===== src/rtl/core/cpspid_pkg.sv =====
// shared types and constants of the cascaded position and speed controller
package cpspid_pkg;

   localparam int DELTA_W = 16;
   localparam int WORD_W = 32;
   localparam int TURNS_W = 15;
   localparam int VEL_W = 10;
   localparam int GAIN_W = 18;
   localparam int CSR_IDX_W = 3;
   localparam int CSR_DATA_W = 18;

   // shared multiplier: signed operand a, unsigned gain-wide operand b
   localparam int MUL_A_W = 34;
   localparam int PROD_W = MUL_A_W + GAIN_W + 1;
   localparam int ACC_W = PROD_W + 1;

   // speed scale and its reciprocal for the divide by a constant
   localparam int SPEED_SCALE = 76;
   localparam int LIMIT_W = 17;
   localparam int Q_W = 10;
   localparam int RECIP_SHIFT = 24;
   localparam int RECIP = (1 << RECIP_SHIFT) / SPEED_SCALE;
   localparam int B_W = 17;

   typedef enum logic [CSR_IDX_W-1:0] {
      CSR_TARGET_TURNS    = 3'd0,
      CSR_TARGET_VELOCITY = 3'd1,
      CSR_LOOP_MODE       = 3'd2,
      CSR_POS_KP          = 3'd3,
      CSR_POS_KI          = 3'd4,
      CSR_POS_KD          = 3'd5,
      CSR_VEL_KP          = 3'd6,
      CSR_VEL_KI          = 3'd7
   } csr_index_type;

   localparam logic MODE_POSITION = 1'b0;
   localparam logic MODE_CASCADE = 1'b1;

   typedef struct packed {
      logic signed [TURNS_W-1:0] target_turns;
      logic [VEL_W-1:0]          target_velocity;
      logic                      loop_mode;
      logic [GAIN_W-1:0]         pos_kp;
      logic [GAIN_W-1:0]         pos_ki;
      logic [GAIN_W-1:0]         pos_kd;
      logic [GAIN_W-1:0]         vel_kp;
      logic [GAIN_W-1:0]         vel_ki;
   } cfg_type;

   localparam cfg_type CFG_RESET = '{
      target_turns:    15'sd0,
      target_velocity: 10'd20,
      loop_mode:       MODE_POSITION,
      pos_kp:          18'd2048,
      pos_ki:          18'd59,
      pos_kd:          18'd768,
      vel_kp:          18'd92160,
      vel_ki:          18'd384
   };

   typedef enum logic [4:0] {
      OP_NONE,
      OP_TARGET,
      OP_ERROR,
      OP_SUM,
      OP_MUL_KP,
      OP_MUL_KI,
      OP_MUL_KD,
      OP_ADD,
      OP_PID,
      OP_CLAMP,
      OP_QMUL,
      OP_QEST,
      OP_QFIX,
      OP_BCALC,
      OP_MUL_VKP,
      OP_MUL_VKI,
      OP_PI,
      OP_NEG
   } dp_op_type;

   typedef struct packed {
      logic      take;
      dp_op_type op;
      logic      load_out;
   } cmd_type;

endpackage


===== src/rtl/core/cpspid_csr.sv =====
// configuration register file of the controller
module cpspid_csr import cpspid_pkg::*; (
   input  logic                  clock,
   input  logic                  reset,
   input  logic                  csr_write_enable,
   input  logic [CSR_IDX_W-1:0]  csr_index,
   input  logic [CSR_DATA_W-1:0] csr_wdata,
   output cfg_type               cfg
);

   cfg_type cfg_ff;
   cfg_type cfg_in;

   always_comb begin
      cfg_in = cfg_ff;
      if (csr_write_enable) begin
         case (csr_index_type'(csr_index))
            CSR_TARGET_TURNS:    cfg_in.target_turns = $signed(csr_wdata[TURNS_W-1:0]);
            CSR_TARGET_VELOCITY: cfg_in.target_velocity = csr_wdata[VEL_W-1:0];
            CSR_LOOP_MODE:       cfg_in.loop_mode = csr_wdata[0];
            CSR_POS_KP:          cfg_in.pos_kp = csr_wdata[GAIN_W-1:0];
            CSR_POS_KI:          cfg_in.pos_ki = csr_wdata[GAIN_W-1:0];
            CSR_POS_KD:          cfg_in.pos_kd = csr_wdata[GAIN_W-1:0];
            CSR_VEL_KP:          cfg_in.vel_kp = csr_wdata[GAIN_W-1:0];
            CSR_VEL_KI:          cfg_in.vel_ki = csr_wdata[GAIN_W-1:0];
            default:             cfg_in = cfg_ff;
         endcase
      end
   end

   always_ff @(posedge clock) begin
      if (reset) begin
         cfg_ff <= CFG_RESET;
      end else begin
         cfg_ff <= cfg_in;
      end
   end

   assign cfg = cfg_ff;

endmodule


===== src/rtl/core/cpspid_ctrl.sv =====
// sequencer that steps the datapath through one control tick
module cpspid_ctrl import cpspid_pkg::*; (
   input  logic    clock,
   input  logic    reset,
   input  logic    req_valid,
   output logic    req_stall,
   output logic    rsp_valid,
   input  logic    rsp_stall,
   input  logic    loop_mode,
   output cmd_type cmd
);

   typedef enum logic [4:0] {
      ST_IDLE,
      ST_TARGET,
      ST_ERROR,
      ST_SUM,
      ST_KP,
      ST_KI,
      ST_KD,
      ST_PADD,
      ST_PID,
      ST_CLAMP,
      ST_QMUL,
      ST_QEST,
      ST_QFIX,
      ST_BCALC,
      ST_VKP,
      ST_VKI,
      ST_VADD,
      ST_PI,
      ST_NEG,
      ST_DONE
   } state_type;

   state_type state_ff;
   state_type state_in;
   logic      rsp_valid_ff;
   logic      out_free;

   assign out_free = !rsp_valid_ff || !rsp_stall;

   always_comb begin
      state_in = state_ff;
      cmd.take = 1'b0;
      cmd.op = OP_NONE;
      cmd.load_out = 1'b0;
      case (state_ff)
         ST_IDLE: begin
            if (req_valid) begin
               cmd.take = 1'b1;
               state_in = ST_TARGET;
            end
         end
         ST_TARGET: begin
            cmd.op = OP_TARGET;
            state_in = ST_ERROR;
         end
         ST_ERROR: begin
            cmd.op = OP_ERROR;
            state_in = ST_SUM;
         end
         ST_SUM: begin
            cmd.op = OP_SUM;
            state_in = ST_KP;
         end
         ST_KP: begin
            cmd.op = OP_MUL_KP;
            state_in = ST_KI;
         end
         ST_KI: begin
            cmd.op = OP_MUL_KI;
            state_in = ST_KD;
         end
         ST_KD: begin
            cmd.op = OP_MUL_KD;
            state_in = ST_PADD;
         end
         ST_PADD: begin
            cmd.op = OP_ADD;
            state_in = ST_PID;
         end
         ST_PID: begin
            cmd.op = OP_PID;
            state_in = (loop_mode == MODE_CASCADE) ? ST_CLAMP : ST_DONE;
         end
         ST_CLAMP: begin
            cmd.op = OP_CLAMP;
            state_in = ST_QMUL;
         end
         ST_QMUL: begin
            cmd.op = OP_QMUL;
            state_in = ST_QEST;
         end
         ST_QEST: begin
            cmd.op = OP_QEST;
            state_in = ST_QFIX;
         end
         ST_QFIX: begin
            cmd.op = OP_QFIX;
            state_in = ST_BCALC;
         end
         ST_BCALC: begin
            cmd.op = OP_BCALC;
            state_in = ST_VKP;
         end
         ST_VKP: begin
            cmd.op = OP_MUL_VKP;
            state_in = ST_VKI;
         end
         ST_VKI: begin
            cmd.op = OP_MUL_VKI;
            state_in = ST_VADD;
         end
         ST_VADD: begin
            cmd.op = OP_ADD;
            state_in = ST_PI;
         end
         ST_PI: begin
            cmd.op = OP_PI;
            state_in = ST_NEG;
         end
         ST_NEG: begin
            cmd.op = OP_NEG;
            state_in = ST_DONE;
         end
         ST_DONE: begin
            if (out_free) begin
               cmd.load_out = 1'b1;
               state_in = ST_IDLE;
            end
         end
         default: begin
            state_in = ST_IDLE;
         end
      endcase
   end

   always_ff @(posedge clock) begin
      if (reset) begin
         state_ff <= ST_IDLE;
         rsp_valid_ff <= 1'b0;
      end else begin
         state_ff <= state_in;
         if (cmd.load_out) begin
            rsp_valid_ff <= 1'b1;
         end else if (rsp_valid_ff && !rsp_stall) begin
            rsp_valid_ff <= 1'b0;
         end
      end
   end

   assign req_stall = (state_ff != ST_IDLE);
   assign rsp_valid = rsp_valid_ff;

endmodule


===== src/rtl/core/cpspid_dp.sv =====
// datapath: loop state, shared multiplier, accumulator and result register
module cpspid_dp import cpspid_pkg::*; #(
   parameter int unsigned COUNTS_PER_TURN = 1560,
   parameter int unsigned INTEGRAL_LIMIT = 750
) (
   input  logic                      clock,
   input  logic                      reset,
   input  cmd_type                   cmd,
   input  cfg_type                   cfg,
   input  logic signed [DELTA_W-1:0] req_encoder_delta,
   output logic signed [WORD_W-1:0]  rsp_drive,
   output logic signed [WORD_W-1:0]  rsp_position_now
);

   localparam int ES_W = $clog2(INTEGRAL_LIMIT + 1) + 1;
   localparam int SHR_W = ACC_W - 8;
   localparam logic [GAIN_W-1:0] CPT_OPND = GAIN_W'(COUNTS_PER_TURN);
   localparam logic signed [WORD_W:0] LIM_POS = (WORD_W + 1)'(INTEGRAL_LIMIT);
   localparam logic signed [WORD_W:0] LIM_NEG = -LIM_POS;
   localparam logic signed [WORD_W-1:0] W_MAX = {1'b0, {(WORD_W - 1){1'b1}}};
   localparam logic signed [WORD_W-1:0] W_MIN = {1'b1, {(WORD_W - 1){1'b0}}};
   localparam logic [LIMIT_W-1:0] SCALE_L = LIMIT_W'(SPEED_SCALE);

   // loop state, cleared by reset
   logic signed [WORD_W-1:0] position_ff, position_in;
   logic signed [ES_W-1:0]   es_ff, es_in;
   logic signed [WORD_W-1:0] prior_pe_ff, prior_pe_in;
   logic signed [WORD_W-1:0] pi_ff, pi_in;
   logic signed [B_W-1:0]    prior_spd_ff, prior_spd_in;

   // working registers
   logic signed [DELTA_W-1:0] delta_ff, delta_in;
   logic signed [PROD_W-1:0]  prod_ff;
   logic signed [WORD_W-1:0]  err_ff, err_in;
   logic signed [WORD_W:0]    diff_ff, diff_in;
   logic signed [ACC_W-1:0]   acc_ff, acc_in;
   logic signed [WORD_W-1:0]  drive_ff, drive_in;
   logic [LIMIT_W-1:0]        mag_ff, mag_in;
   logic                      neg_ff, neg_in;
   logic [Q_W-1:0]            q_ff, q_in;
   logic signed [B_W-1:0]     b_ff, b_in;
   logic signed [B_W:0]       bdiff_ff, bdiff_in;
   logic signed [WORD_W-1:0]  out_drive_ff, out_pos_ff;

   // shared multiplier
   logic signed [MUL_A_W-1:0] mul_a;
   logic [GAIN_W-1:0]         mul_b;
   logic signed [PROD_W-1:0]  mul_p;

   // helpers
   logic signed [WORD_W:0]    err_wide;
   logic signed [WORD_W:0]    es_sum;
   logic signed [ACC_W-1:0]   acc_adj;
   logic signed [SHR_W-1:0]   acc_shr;
   logic signed [WORD_W-1:0]  acc_sat;
   logic [LIMIT_W-1:0]        limit;
   logic signed [WORD_W:0]    lim_s;
   logic signed [WORD_W:0]    pid_w;
   logic signed [WORD_W:0]    pid_abs;
   logic [LIMIT_W-1:0]        qx76;
   logic [LIMIT_W-1:0]        rem;
   logic signed [B_W-1:0]     qs;
   logic signed [B_W-1:0]     b_calc;

   always_comb begin
      case (cmd.op)
         OP_TARGET: begin
            mul_a = MUL_A_W'(cfg.target_turns);
            mul_b = CPT_OPND;
         end
         OP_MUL_KP: begin
            mul_a = MUL_A_W'(err_ff);
            mul_b = cfg.pos_kp;
         end
         OP_MUL_KI: begin
            mul_a = MUL_A_W'(es_ff);
            mul_b = cfg.pos_ki;
         end
         OP_MUL_KD: begin
            mul_a = MUL_A_W'(diff_ff);
            mul_b = cfg.pos_kd;
         end
         OP_QMUL: begin
            mul_a = $signed({{(MUL_A_W - LIMIT_W){1'b0}}, mag_ff});
            mul_b = GAIN_W'(RECIP);
         end
         OP_MUL_VKP: begin
            mul_a = MUL_A_W'(bdiff_ff);
            mul_b = cfg.vel_kp;
         end
         OP_MUL_VKI: begin
            mul_a = MUL_A_W'(b_ff);
            mul_b = cfg.vel_ki;
         end
         default: begin
            mul_a = '0;
            mul_b = '0;
         end
      endcase
   end

   assign mul_p = mul_a * $signed({1'b0, mul_b});

   // position error, saturated to the word range
   assign err_wide = (WORD_W + 1)'($signed(prod_ff[WORD_W-1:0])) - (WORD_W + 1)'(position_ff);
   assign es_sum = (WORD_W + 1)'(es_ff) + (WORD_W + 1)'(err_ff);

   // divide by 256 toward zero, then saturate
   assign acc_adj = acc_ff + (acc_ff[ACC_W-1] ? ACC_W'(255) : ACC_W'(0));
   assign acc_shr = $signed(acc_adj[ACC_W-1:8]);

   always_comb begin
      if ((&acc_shr[SHR_W-1:WORD_W-1]) || !(|acc_shr[SHR_W-1:WORD_W-1])) begin
         acc_sat = acc_shr[WORD_W-1:0];
      end else begin
         acc_sat = acc_shr[SHR_W-1] ? W_MIN : W_MAX;
      end
   end

   // speed limit and clamp of the position output
   assign limit = LIMIT_W'(cfg.target_velocity) * SCALE_L;
   assign lim_s = $signed({{(WORD_W + 1 - LIMIT_W){1'b0}}, limit});
   assign pid_w = (WORD_W + 1)'(drive_ff);
   assign pid_abs = pid_w[WORD_W] ? -pid_w : pid_w;

   // quotient correction
   assign qx76 = LIMIT_W'(q_ff) * SCALE_L;
   assign rem = mag_ff - qx76;

   // speed error against the speed target
   assign qs = $signed({{(B_W - Q_W){1'b0}}, q_ff});
   assign b_calc = neg_ff ? (B_W'(delta_ff) + qs) : (B_W'(delta_ff) - qs);

   always_comb begin
      position_in = position_ff;
      es_in = es_ff;
      prior_pe_in = prior_pe_ff;
      pi_in = pi_ff;
      prior_spd_in = prior_spd_ff;
      delta_in = delta_ff;
      err_in = err_ff;
      diff_in = diff_ff;
      acc_in = acc_ff;
      drive_in = drive_ff;
      mag_in = mag_ff;
      neg_in = neg_ff;
      q_in = q_ff;
      b_in = b_ff;
      bdiff_in = bdiff_ff;

      if (cmd.take) begin
         delta_in = req_encoder_delta;
         position_in = position_ff + WORD_W'(req_encoder_delta);
      end

      case (cmd.op)
         OP_ERROR: begin
            if (err_wide[WORD_W] != err_wide[WORD_W-1]) begin
               err_in = err_wide[WORD_W] ? W_MIN : W_MAX;
            end else begin
               err_in = err_wide[WORD_W-1:0];
            end
         end
         OP_SUM: begin
            if (es_sum > LIM_POS) begin
               es_in = ES_W'(LIM_POS);
            end else if (es_sum < LIM_NEG) begin
               es_in = ES_W'(LIM_NEG);
            end else begin
               es_in = ES_W'(es_sum);
            end
            diff_in = (WORD_W + 1)'(err_ff) - (WORD_W + 1)'(prior_pe_ff);
            prior_pe_in = err_ff;
         end
         OP_MUL_KP: begin
            acc_in = '0;
         end
         OP_MUL_KI, OP_MUL_KD, OP_MUL_VKI, OP_ADD: begin
            acc_in = acc_ff + ACC_W'(prod_ff);
         end
         OP_PID: begin
            drive_in = acc_sat;
         end
         OP_CLAMP: begin
            if (pid_w > lim_s) begin
               mag_in = limit;
               neg_in = 1'b0;
            end else if (pid_w < -lim_s) begin
               mag_in = limit;
               neg_in = 1'b1;
            end else begin
               mag_in = pid_abs[LIMIT_W-1:0];
               neg_in = pid_w[WORD_W];
            end
         end
         OP_QEST: begin
            q_in = prod_ff[RECIP_SHIFT +: Q_W];
         end
         OP_QFIX: begin
            if (rem >= SCALE_L) begin
               q_in = q_ff + Q_W'(1);
            end
         end
         OP_BCALC: begin
            b_in = b_calc;
            bdiff_in = (B_W + 1)'(b_calc) - (B_W + 1)'(prior_spd_ff);
            acc_in = ACC_W'($signed({pi_ff, 8'b0}));
         end
         OP_PI: begin
            pi_in = acc_sat;
            prior_spd_in = b_ff;
         end
         OP_NEG: begin
            drive_in = (pi_ff == W_MIN) ? W_MAX : -pi_ff;
         end
         default: begin
            acc_in = acc_ff;
         end
      endcase
   end

   always_ff @(posedge clock) begin
      if (reset) begin
         position_ff <= '0;
         es_ff <= '0;
         prior_pe_ff <= '0;
         pi_ff <= '0;
         prior_spd_ff <= '0;
      end else begin
         position_ff <= position_in;
         es_ff <= es_in;
         prior_pe_ff <= prior_pe_in;
         pi_ff <= pi_in;
         prior_spd_ff <= prior_spd_in;
      end
   end

   always_ff @(posedge clock) begin
      delta_ff <= delta_in;
      prod_ff <= mul_p;
      err_ff <= err_in;
      diff_ff <= diff_in;
      acc_ff <= acc_in;
      drive_ff <= drive_in;
      mag_ff <= mag_in;
      neg_ff <= neg_in;
      q_ff <= q_in;
      b_ff <= b_in;
      bdiff_ff <= bdiff_in;
      if (cmd.load_out) begin
         out_drive_ff <= drive_ff;
         out_pos_ff <= position_ff;
      end
   end

   assign rsp_drive = out_drive_ff;
   assign rsp_position_now = out_pos_ff;

endmodule


===== src/rtl/core/cascaded_position_speed_pid_unit.sv =====
// top level of the cascaded position and speed controller
//
//   channel   direction  handshake              payload
//   req       in         req_valid / req_stall  req_encoder_delta
//   rsp       out        rsp_valid / rsp_stall  rsp_drive, rsp_position_now
//   csr       in         csr_write_enable       csr_index, csr_wdata
//
// cascade mode adds the speed pi steps to a tick; the sequencer steps one shared
// multiplier through the target, gain and reciprocal products; reset is synchronous
// and returns the loop state, csr registers and sequencer to their defaults
// the result sits in an output register, so the next tick is taken while the
// previous result waits on rsp_stall; the sequencer only holds in its last step
// if a result is still waiting there
module cascaded_position_speed_pid_unit import cpspid_pkg::*; #(
   parameter int unsigned COUNTS_PER_TURN = 1560,
   parameter int unsigned INTEGRAL_LIMIT = 750
) (
   input  logic                      clock,
   input  logic                      reset,
   // tick input
   input  logic                      req_valid,
   output logic                      req_stall,
   input  logic signed [DELTA_W-1:0] req_encoder_delta,
   // drive result
   output logic                      rsp_valid,
   input  logic                      rsp_stall,
   output logic signed [WORD_W-1:0]  rsp_drive,
   output logic signed [WORD_W-1:0]  rsp_position_now,
   // register writes
   input  logic                      csr_write_enable,
   input  logic [CSR_IDX_W-1:0]      csr_index,
   input  logic [CSR_DATA_W-1:0]     csr_wdata
);

   cfg_type cfg;
   cmd_type cmd;

   // gains, targets and mode
   cpspid_csr u_csr (
      .clock            (clock),
      .reset            (reset),
      .csr_write_enable (csr_write_enable),
      .csr_index        (csr_index),
      .csr_wdata        (csr_wdata),
      .cfg              (cfg)
   );

   // sequencer: position pid steps, then the speed pi steps in cascade mode
   cpspid_ctrl u_ctrl (
      .clock     (clock),
      .reset     (reset),
      .req_valid (req_valid),
      .req_stall (req_stall),
      .rsp_valid (rsp_valid),
      .rsp_stall (rsp_stall),
      .loop_mode (cfg.loop_mode),
      .cmd       (cmd)
   );

   // arithmetic and loop state
   cpspid_dp #(
      .COUNTS_PER_TURN (COUNTS_PER_TURN),
      .INTEGRAL_LIMIT  (INTEGRAL_LIMIT)
   ) u_dp (
      .clock             (clock),
      .reset             (reset),
      .cmd               (cmd),
      .cfg               (cfg),
      .req_encoder_delta (req_encoder_delta),
      .rsp_drive         (rsp_drive),
      .rsp_position_now  (rsp_position_now)
   );

endmodule

===== config.mk =====
export PLATFORM = sky130hd
export DESIGN_NAME = cascaded_position_speed_pid_unit
export DESIGN_NICKNAME = d
export VERILOG_FILES = /design/src/rtl/core/cpspid_pkg.sv /design/src/rtl/core/cpspid_csr.sv /design/src/rtl/core/cpspid_ctrl.sv /design/src/rtl/core/cpspid_dp.sv /design/src/rtl/core/cascaded_position_speed_pid_unit.sv
export SDC_FILE = /design/constraint.sdc
export NUM_CORES = 2
export LEC_CHECK = 0
export ABC_AREA = 0
export BUFFER_PORTS_ARGS = -buffer_cell sky130_fd_sc_hd__buf_4
export CAP_MARGIN = 10
export CELL_PAD_IN_SITES_DETAIL_PLACEMENT = 1
export CELL_PAD_IN_SITES_GLOBAL_PLACEMENT = 2
export CORE_ASPECT_RATIO = 1.2
export CORE_MARGIN = 2
export CORE_UTILIZATION = 41
export CTS_BUF_LIST = sky130_fd_sc_hd__clkbuf_16
export DETAILED_ROUTE_END_ITERATION = 8
export GPL_ROUTABILITY_DRIVEN = 0
export PLACE_DENSITY_LB_ADDON = 0.08
export SETUP_SLACK_MARGIN = 0.15
export SYNTH_ARGS = -nofsm -noshare
export SYNTH_HDL_FRONTEND = slang
export SYNTH_SLANG_ARGS = --single-unit

===== constraint.sdc =====
create_clock -name clock -period 11.7 [get_ports clock]
set_input_delay 0 -clock clock [delete_from_list [all_inputs] [get_ports clock]]
set_output_delay 0 -clock clock [all_outputs]
set_load 0.01 [all_outputs]

; ---- Word-level counts from Yosys, hierarchy flattened
; Cells that the tools add are included.
[classes]
multipliers = 3
addsub = 14
n_reduce_logical = 28
muxes = 30
eq_ne = 48
n_lt_le_gt_ge = 5
[op_table]
columns = op, count
row1 = $pmux W34 S7, 1
row2 = $pmux W54 S3, 1
row3 = $mux W32, 5
row4 = $pmux W18 S7, 1
row5 = $pmux W5 S20, 1
row6 = $pmux W5 S17, 1
row7 = $eq A5 B4 Y1 const B, 16
row8 = $mux W17, 4
row9 = $sub A32 B32 Y33, 2
row10 = $pmux W32 S2, 1
row11 = $add A54 B53 Y54, 1
row12 = $add A54 B54 Y54, 1
row13 = $mul A34 B19 Y53, 1
row14 = $eq A5 B3 Y1 const B, 8
row15 = $add A11 B32 Y33, 1
row16 = $gt A33 B11 Y1 const B, 1
row17 = $lt A32 B33 Y1, 1
row18 = $lt A33 B11 Y1 const B, 1
row19 = $neg A17 Y33, 1
row20 = $add A32 B16 Y32, 1
row21 = $eq A32 B32 Y1 const B, 1
row22 = $gt A32 B18 Y1, 1
row23 = $neg A32 Y32, 1
row24 = $eq A5 B5 Y1 const B, 6
row25 = other kinds (35), 69
[totals]
output_inout_bits = 66
register_bits = 593
wordCells = 157
inputBits = 42

; ---- Longest topological paths before layout
[depth]
depth_word = 7
ltp_mapped = 35
ltp_nobuf = 32

; ---- Cells and area by module
; From an unflattened synthesis, not the netlist that was laid out.
[unflattened]
cells_unflattened = 6650
hier_area_um2 = 59423.2
[by_module_without_submodules]
columns = mod, n_inst, cells_per_inst, seq_area_each_um2, area_each_um2
row1 = cpspid_dp, 1, 6171, 12371.9, 54395.9
row2 = cpspid_csr, 1, 426, 2322.2, 4629.4
row3 = cpspid_ctrl, 1, 53, 120.1, 397.9

; ---- Worst setup path after synthesis
; OpenSTA, ideal clock, no wires.
[synth_timing]
kind = register -> register
from = register u_ctrl.state_ff[2]
to = register u_dp.prod_ff[52]
synth_period_minus_slack_ns = 8.265
required_ns = 11.572
setup_time_ns = 0.128
path_buffers = 5
path_stages_with_launch = 35
arrival_time_ns = 8.137
path_slack_ns = 3.435
cell_sequence = dfxtp_1 clkbuf_1 nor2b_1 nand2_1 nor3_1 clkbuf_1 clkbuf_1 buf_1 a22oi_1 nand3_1 clkbuf_1 nand2_1 fa_1 inv_1 fa_1 inv_1 fa_1 inv_1 fa_1 fa_1 inv_1 fa_1 inv_1 ha_1 o21a_1 o21a_1 o21ai_0 a211o_1 a21oi_1 o21ai_0 a21oi_1 o211ai_1 o31ai_1 mux2i_1 nand4_1
[synth_via]
elab_chain_len = 6
word_cells_on_any_way = 30
classes_between = mul: 1 / eq/ne: 25 / mux: 3 / reduce/logical: 1
[synth_lines]
columns = element, line_no
row1 = start: declaration, cpspid_ctrl.sv:36  ; state_type state_ff;
row2 = start signal: assignment, cpspid_ctrl.sv:144  ; state_ff <= state_in;
row3 = $eq A5 B3 Y1 or $eq A5 B5 Y1 (tied branches), cpspid_ctrl.sv:48  ; case (state_ff)
row4 = $reduce_or A2 Y1 (no line), -
row5 = $pmux W5 S17 (*), cpspid_ctrl.sv:48
row6 = "$eq A5 B4 Y1, or another cell as far along", cpspid_dp.sv:66  ; case (cmd.op)
row7 = $pmux W34 S7 or $pmux W18 S7 (tied branches), cpspid_dp.sv:66
row8 = $mul A34 B19 Y53 (*), cpspid_dp.sv:102  ; assign mul_p = mul_a * $signed({1'b0, mul_b});
row9 = named net u_dp.mul_p[52], cpspid_dp.sv:48  ; logic signed [PROD_W-1:0] mul_p;
row10 = end signal: assignment, cpspid_dp.sv:240  ; prod_ff <= mul_p;
row11 = end: declaration, cpspid_dp.sv:33  ; logic signed [PROD_W-1:0] prod_ff;
; Mark *: on every way through the listed nets, which the timed path passes. The rest lies on a longest branch.
; A chain may end at the register's enable or synchronous reset.

; ---- Worst setup path in the final report
; Same ends and word-level chain as after synthesis.

==> flow_results.org <==
** Outcome
- The flow ran to the end, and the final reports show no timing, DRC or antenna violations.

** Clocking
- Reg clk slew, reported paths :: around 60 ps
- H-tree depth reported by CTS :: 3
- Clock tree from TritonCTS :: yes
- In this run the deepest clock path goes through 3 buffers.
- Clock latency on the worst-skew pair :: 720 ps
- Counting the buffers created by CTS gives just over 70.
- CTS placed an instance of clkbuf_16 at the clock tree root.
- Clock tree synthesis found a total of 593 sinks.

** Synthesis
- The most used flip-flop cell after synthesis is dfxtp_1.
- Flops & latches, synth :: 593
- Total number of yosys warnings :: 0
- Share of the synthesized area in the top cell type :: 0.203
- Count of flip-flops with a built-in enable after synthesis :: around 300
- Synthesis produced a netlist with a net count of 7,859.
- For this run, the register share of the synthesized area comes to 0.251.
- Dividing the synthesized area by the synthesized cell count gives 8.73 µm².
- Ranked by total cell area, the synthesized netlist is headed by fa_1, edfxtp_1, dfxtp_1.
- Synth Instances :: 6,755
- The synthesized netlist contains 105 unique library cells.
- For this run, asynchronously set or reset flops after synthesis account for 0.
- The largest total area in the synthesized netlist belongs to fa_1.
- Post-synth design cell area :: 59,000 µm²

** STA
- Achievable Freq :: 94.9 MHz
- Setup repair after global routing missed its margin :: false
- The final count of hold timing violations was 0.
- At the pin with the least slew margin, the transition time is 1300 ps.
- Part of the cycle the worst path needs :: 0.900
- Post-route clock skew :: 77.7 ps
- Endpoints failing setup :: 0
- Hold slack :: 61.7 ps
- Worst slew margin :: 0.130
- For the final routed database, the setup TNS stands at 0 ps.
- Min Clock Period, post-route :: 10,540 ps
- Post-route setup slack :: 1160 ps
- Number of max-slew violations in the final report :: 0

** Setup path
- Among all stages on the critical path, the largest delay is contributed by dfxtp_1.
- STA classifies the critical path startpoint as a flip-flop.
- Of all nets on the critical path, the largest fanout is 32.
- The critical path runs through a total of 32 cells.
- Critical path start-end classification :: reg -> reg
- The startpoint identified for the worst register-to-register timing path is u_ctrl.state_ff[2].
- Data arrives at the worst endpoint at 11,050 ps.
- Top delay family on crit path :: adder cells
- The largest single stage delay on the critical path is around 750 ps.
- Following the worst setup path forward leads to its endpoint at u_dp.prod_ff[52].
- Launching element of the worst setup path :: u_ctrl.state_ff[2]
- Counting cells, the worst reg-to-reg path comes to 32.
- The worst register-to-register path ends at u_dp.prod_ff[52].
- For flop-to-flop paths, the worst setup slack is 1160 ps.
- Buf/Inv on CP :: 6
- Data required time of the critical path :: 12,220 ps
- The most numerous cell type found on the critical path is fa_1.
- STA classifies the critical path endpoint as a flip-flop.

** Floorplanning
- DIE HEIGHT :: between 400 and 500 µm
- 108 I/O pins were placed.
- In this run the horizontal extent of the chip is 350 µm.
- Row cnt :: 152
- Starting density of the core :: 0.413
- Core outline area :: 143,000 µm²
- Die area :: 147,000 µm²

** Cells and area
- # fillers :: 16,641
- Of the cells placed in the final design, the portion with a size suffix greater than 1 is 0.0590.
- For this run, the share of the core covered by cells in the final layout is 0.455.
- Area Overhead vs Synth :: 10.3%
- The count of cells in the finished layout, fillers not included, comes to 8,808.
- Fin nets :: 7,925

** Place
- In this run, placement finished with an instance count of about 8,600.
- Pre-CTS setup slack :: between 1000 and 1500 ps
- In this run the tool buffered the top-level ports with 107 buffer cells.
- Detailed-placement wirelength estimate :: 176,000 µm

** GRT
- Entering global routing, the biggest net connects between 80 and 90 pins.
- The initial antenna violation count came to 4.
- Global routing finished with a remaining overflow of 0.
- Across every metal layer, demand over resource in global routing totals 0.302.
- The first global-routing pass estimated between 300,000 and 400,000 µm of wire.
- Via count of the first global-routing pass :: 52,028

** Flow run
- Count of maximum capacitance violations :: 0

** Drt
- The detail route stage leaves a number of antenna-violating nets equal to 0.
- After detailed routing, the average wire length per cell comes to 25.0 µm.
- Via-to-Cell Ratio :: 5.60
- Summing over every cut layer, the via total after detailed routing is between 40,000 and 50,000.
- After detailed routing, the number of remaining DRC violations is 0.
- Aggregate routed wire length :: about 220,000 µm
- DR iter-0 viols :: 3,173
- First-pass iteration count of the detailed router :: 5

** Power and ir drop
- Dividing total power by cell area gives a power density of roughly 130 nW/µm².
- Maximum resistive drop on vdd :: 123 µV
- Summed over all cells, the static leakage comes to 29.0 nW.

** Worst hold path
- Path type of the worst min-delay path :: in -> reg
layer usage:
layer	wire [µm]	up-vias	global-route usage
met5	0	-	0
met4	7830	0	0.103
met3	8170	309	0.0288
met2	112000	948	0.539
met1	92000	25509	0.379
li1	-	22596	-
synth_stat cells, types with 109 or more instances:
cell	instances
inv_1	1041
fa_1	597
nor3_1	109
a21oi_1	461
clkbuf_1	227
ha_1	465
o21ai_0	208
a21o_1	134
dfxtp_1	299
xnor2_1	210
edfxtp_1	294
xor2_1	119
nor2_1	529
nand2_1	978
worst reg2reg max path, delay by kind of cell (launching register included):
kind | cells | cell delay [ps]
fa+ha+maj | 7 | 3590
compound gates | 9 | 2690
simple gates | 9 | 2550
flops | 1 | 750
buf+inv | 6 | 640
mux | 1 | 180
kinds of logic after synthesis:
kind of cell	count (synthesis)	share of synthesized area
AO/OA/AOI/OAI	1342	0.151
flip-flops	593	0.251
buffers and inverters	1299	0.0835
adder cells (fa/ha/maj)	1071	0.303
AND/OR/NAND/NOR	2094	0.157
multiplexers	26	0.00448
XOR/XNOR	330	0.0493
state kept, by name, summed over array words and instances (netlist names), 5 cells and up:
| register | flops |
|---|---|
| u_dp.bdiff_ff | 18 |
| u_dp.es_ff | 11 |
| u_dp.q_ff | 10 |
| u_dp.err_ff | 32 |
| u_csr.cfg | 116 |
| u_dp.prior_pe_ff | 32 |
| u_dp.prior_spd_ff | 17 |
| u_dp.drive_ff | 32 |
| u_dp.mag_ff | 17 |
| u_dp.b_ff | 17 |
| u_dp.diff_ff | 33 |
| u_dp.pi_ff | 32 |
| u_ctrl.state_ff | 5 |
| u_dp.acc_ff | 54 |
| u_dp.rsp_drive | 32 |
| u_dp.delta_ff | 16 |
| u_dp.position_ff | 32 |
| u_dp.prod_ff | 53 |
| u_dp.rsp_position_now | 32 |
worst min-delay path by stage:
| stage | cells past startpoint | slack (ps) | startpoint | endpoint |
|---|---|---|---|---|
| floorplan | 0 | 100 | req_encoder_delta[0] | u_dp.delta_ff[0] |
| global placement | 1 | 190 | req_encoder_delta[3] | u_dp.delta_ff[3] |
| detailed placement | 1 | 190 | req_encoder_delta[3] | u_dp.delta_ff[3] |
| CTS | 2 | 4 | req_encoder_delta[3] | u_dp.delta_ff[3] |
| global route | 2 | 30 | req_encoder_delta[8] | u_dp.delta_ff[8] |
| finish | 2 | 60 | req_encoder_delta[8] | u_dp.delta_ff[8] |
placed cells by master (no fill, tap or decap), types with 208 or more instances in the layout:
master	instances
a21oi_1	460
xnor2_1	210
inv_1	1050
edfxtp_1	294
nand2_1	978
nor2_1	521
fa_1	597
o21ai_0	208
dfxtp_1	299
ha_1	465
what timing repair did:
item                                    4_1_cts  5_1_grt
setup buffers                                 0        0
endpoints found under the setup margin        0        0
endpoints found under the hold margin       183        0
resized for setup                             0        0
hold buffers                                 49        0
where the power goes:
group	internal, mW	switching [mW]	leakage (nW)
logic	1.15	1.92	22.6
clock network	1.31	1.03	1.23
registers	2.51	0.350	5.12
total	4.98	3.31	29.0
per-stage QoR:
| step | total power [mW] | cell area (µm²) |
|---|---|---|
| 3_5_place_dp | 5.93 | 62100 |
| 3_3_place_gp | 5.88 | 62100 |
| 5_1_grt | 8.73 | 65000 |
| 2_1_floorplan | 4.87 | 59000 |
| 6_report | 8.28 | 65000 |
| 4_1_cts | 8.33 | 65000 |
area by class of cell:
| cell class | count | area, µm² | area share |
|---|---|---|---|
| diodes | 3 | 7.51 | 0.000115 |
| inverters | 1044 | 3920 | 0.0602 |
| clock buffers | 76 | 1900 | 0.0292 |
| multi-input cells | 4863 | 39500 | 0.607 |
| flip-flops and latches | 593 | 14800 | 0.228 |
| repair buffers | 247 | 1980 | 0.0304 |
| clock inverters | 57 | 553 | 0.00850 |
| well taps | 1925 | 2410 | 0.0370 |
Power figures use the tool's default switching activity.
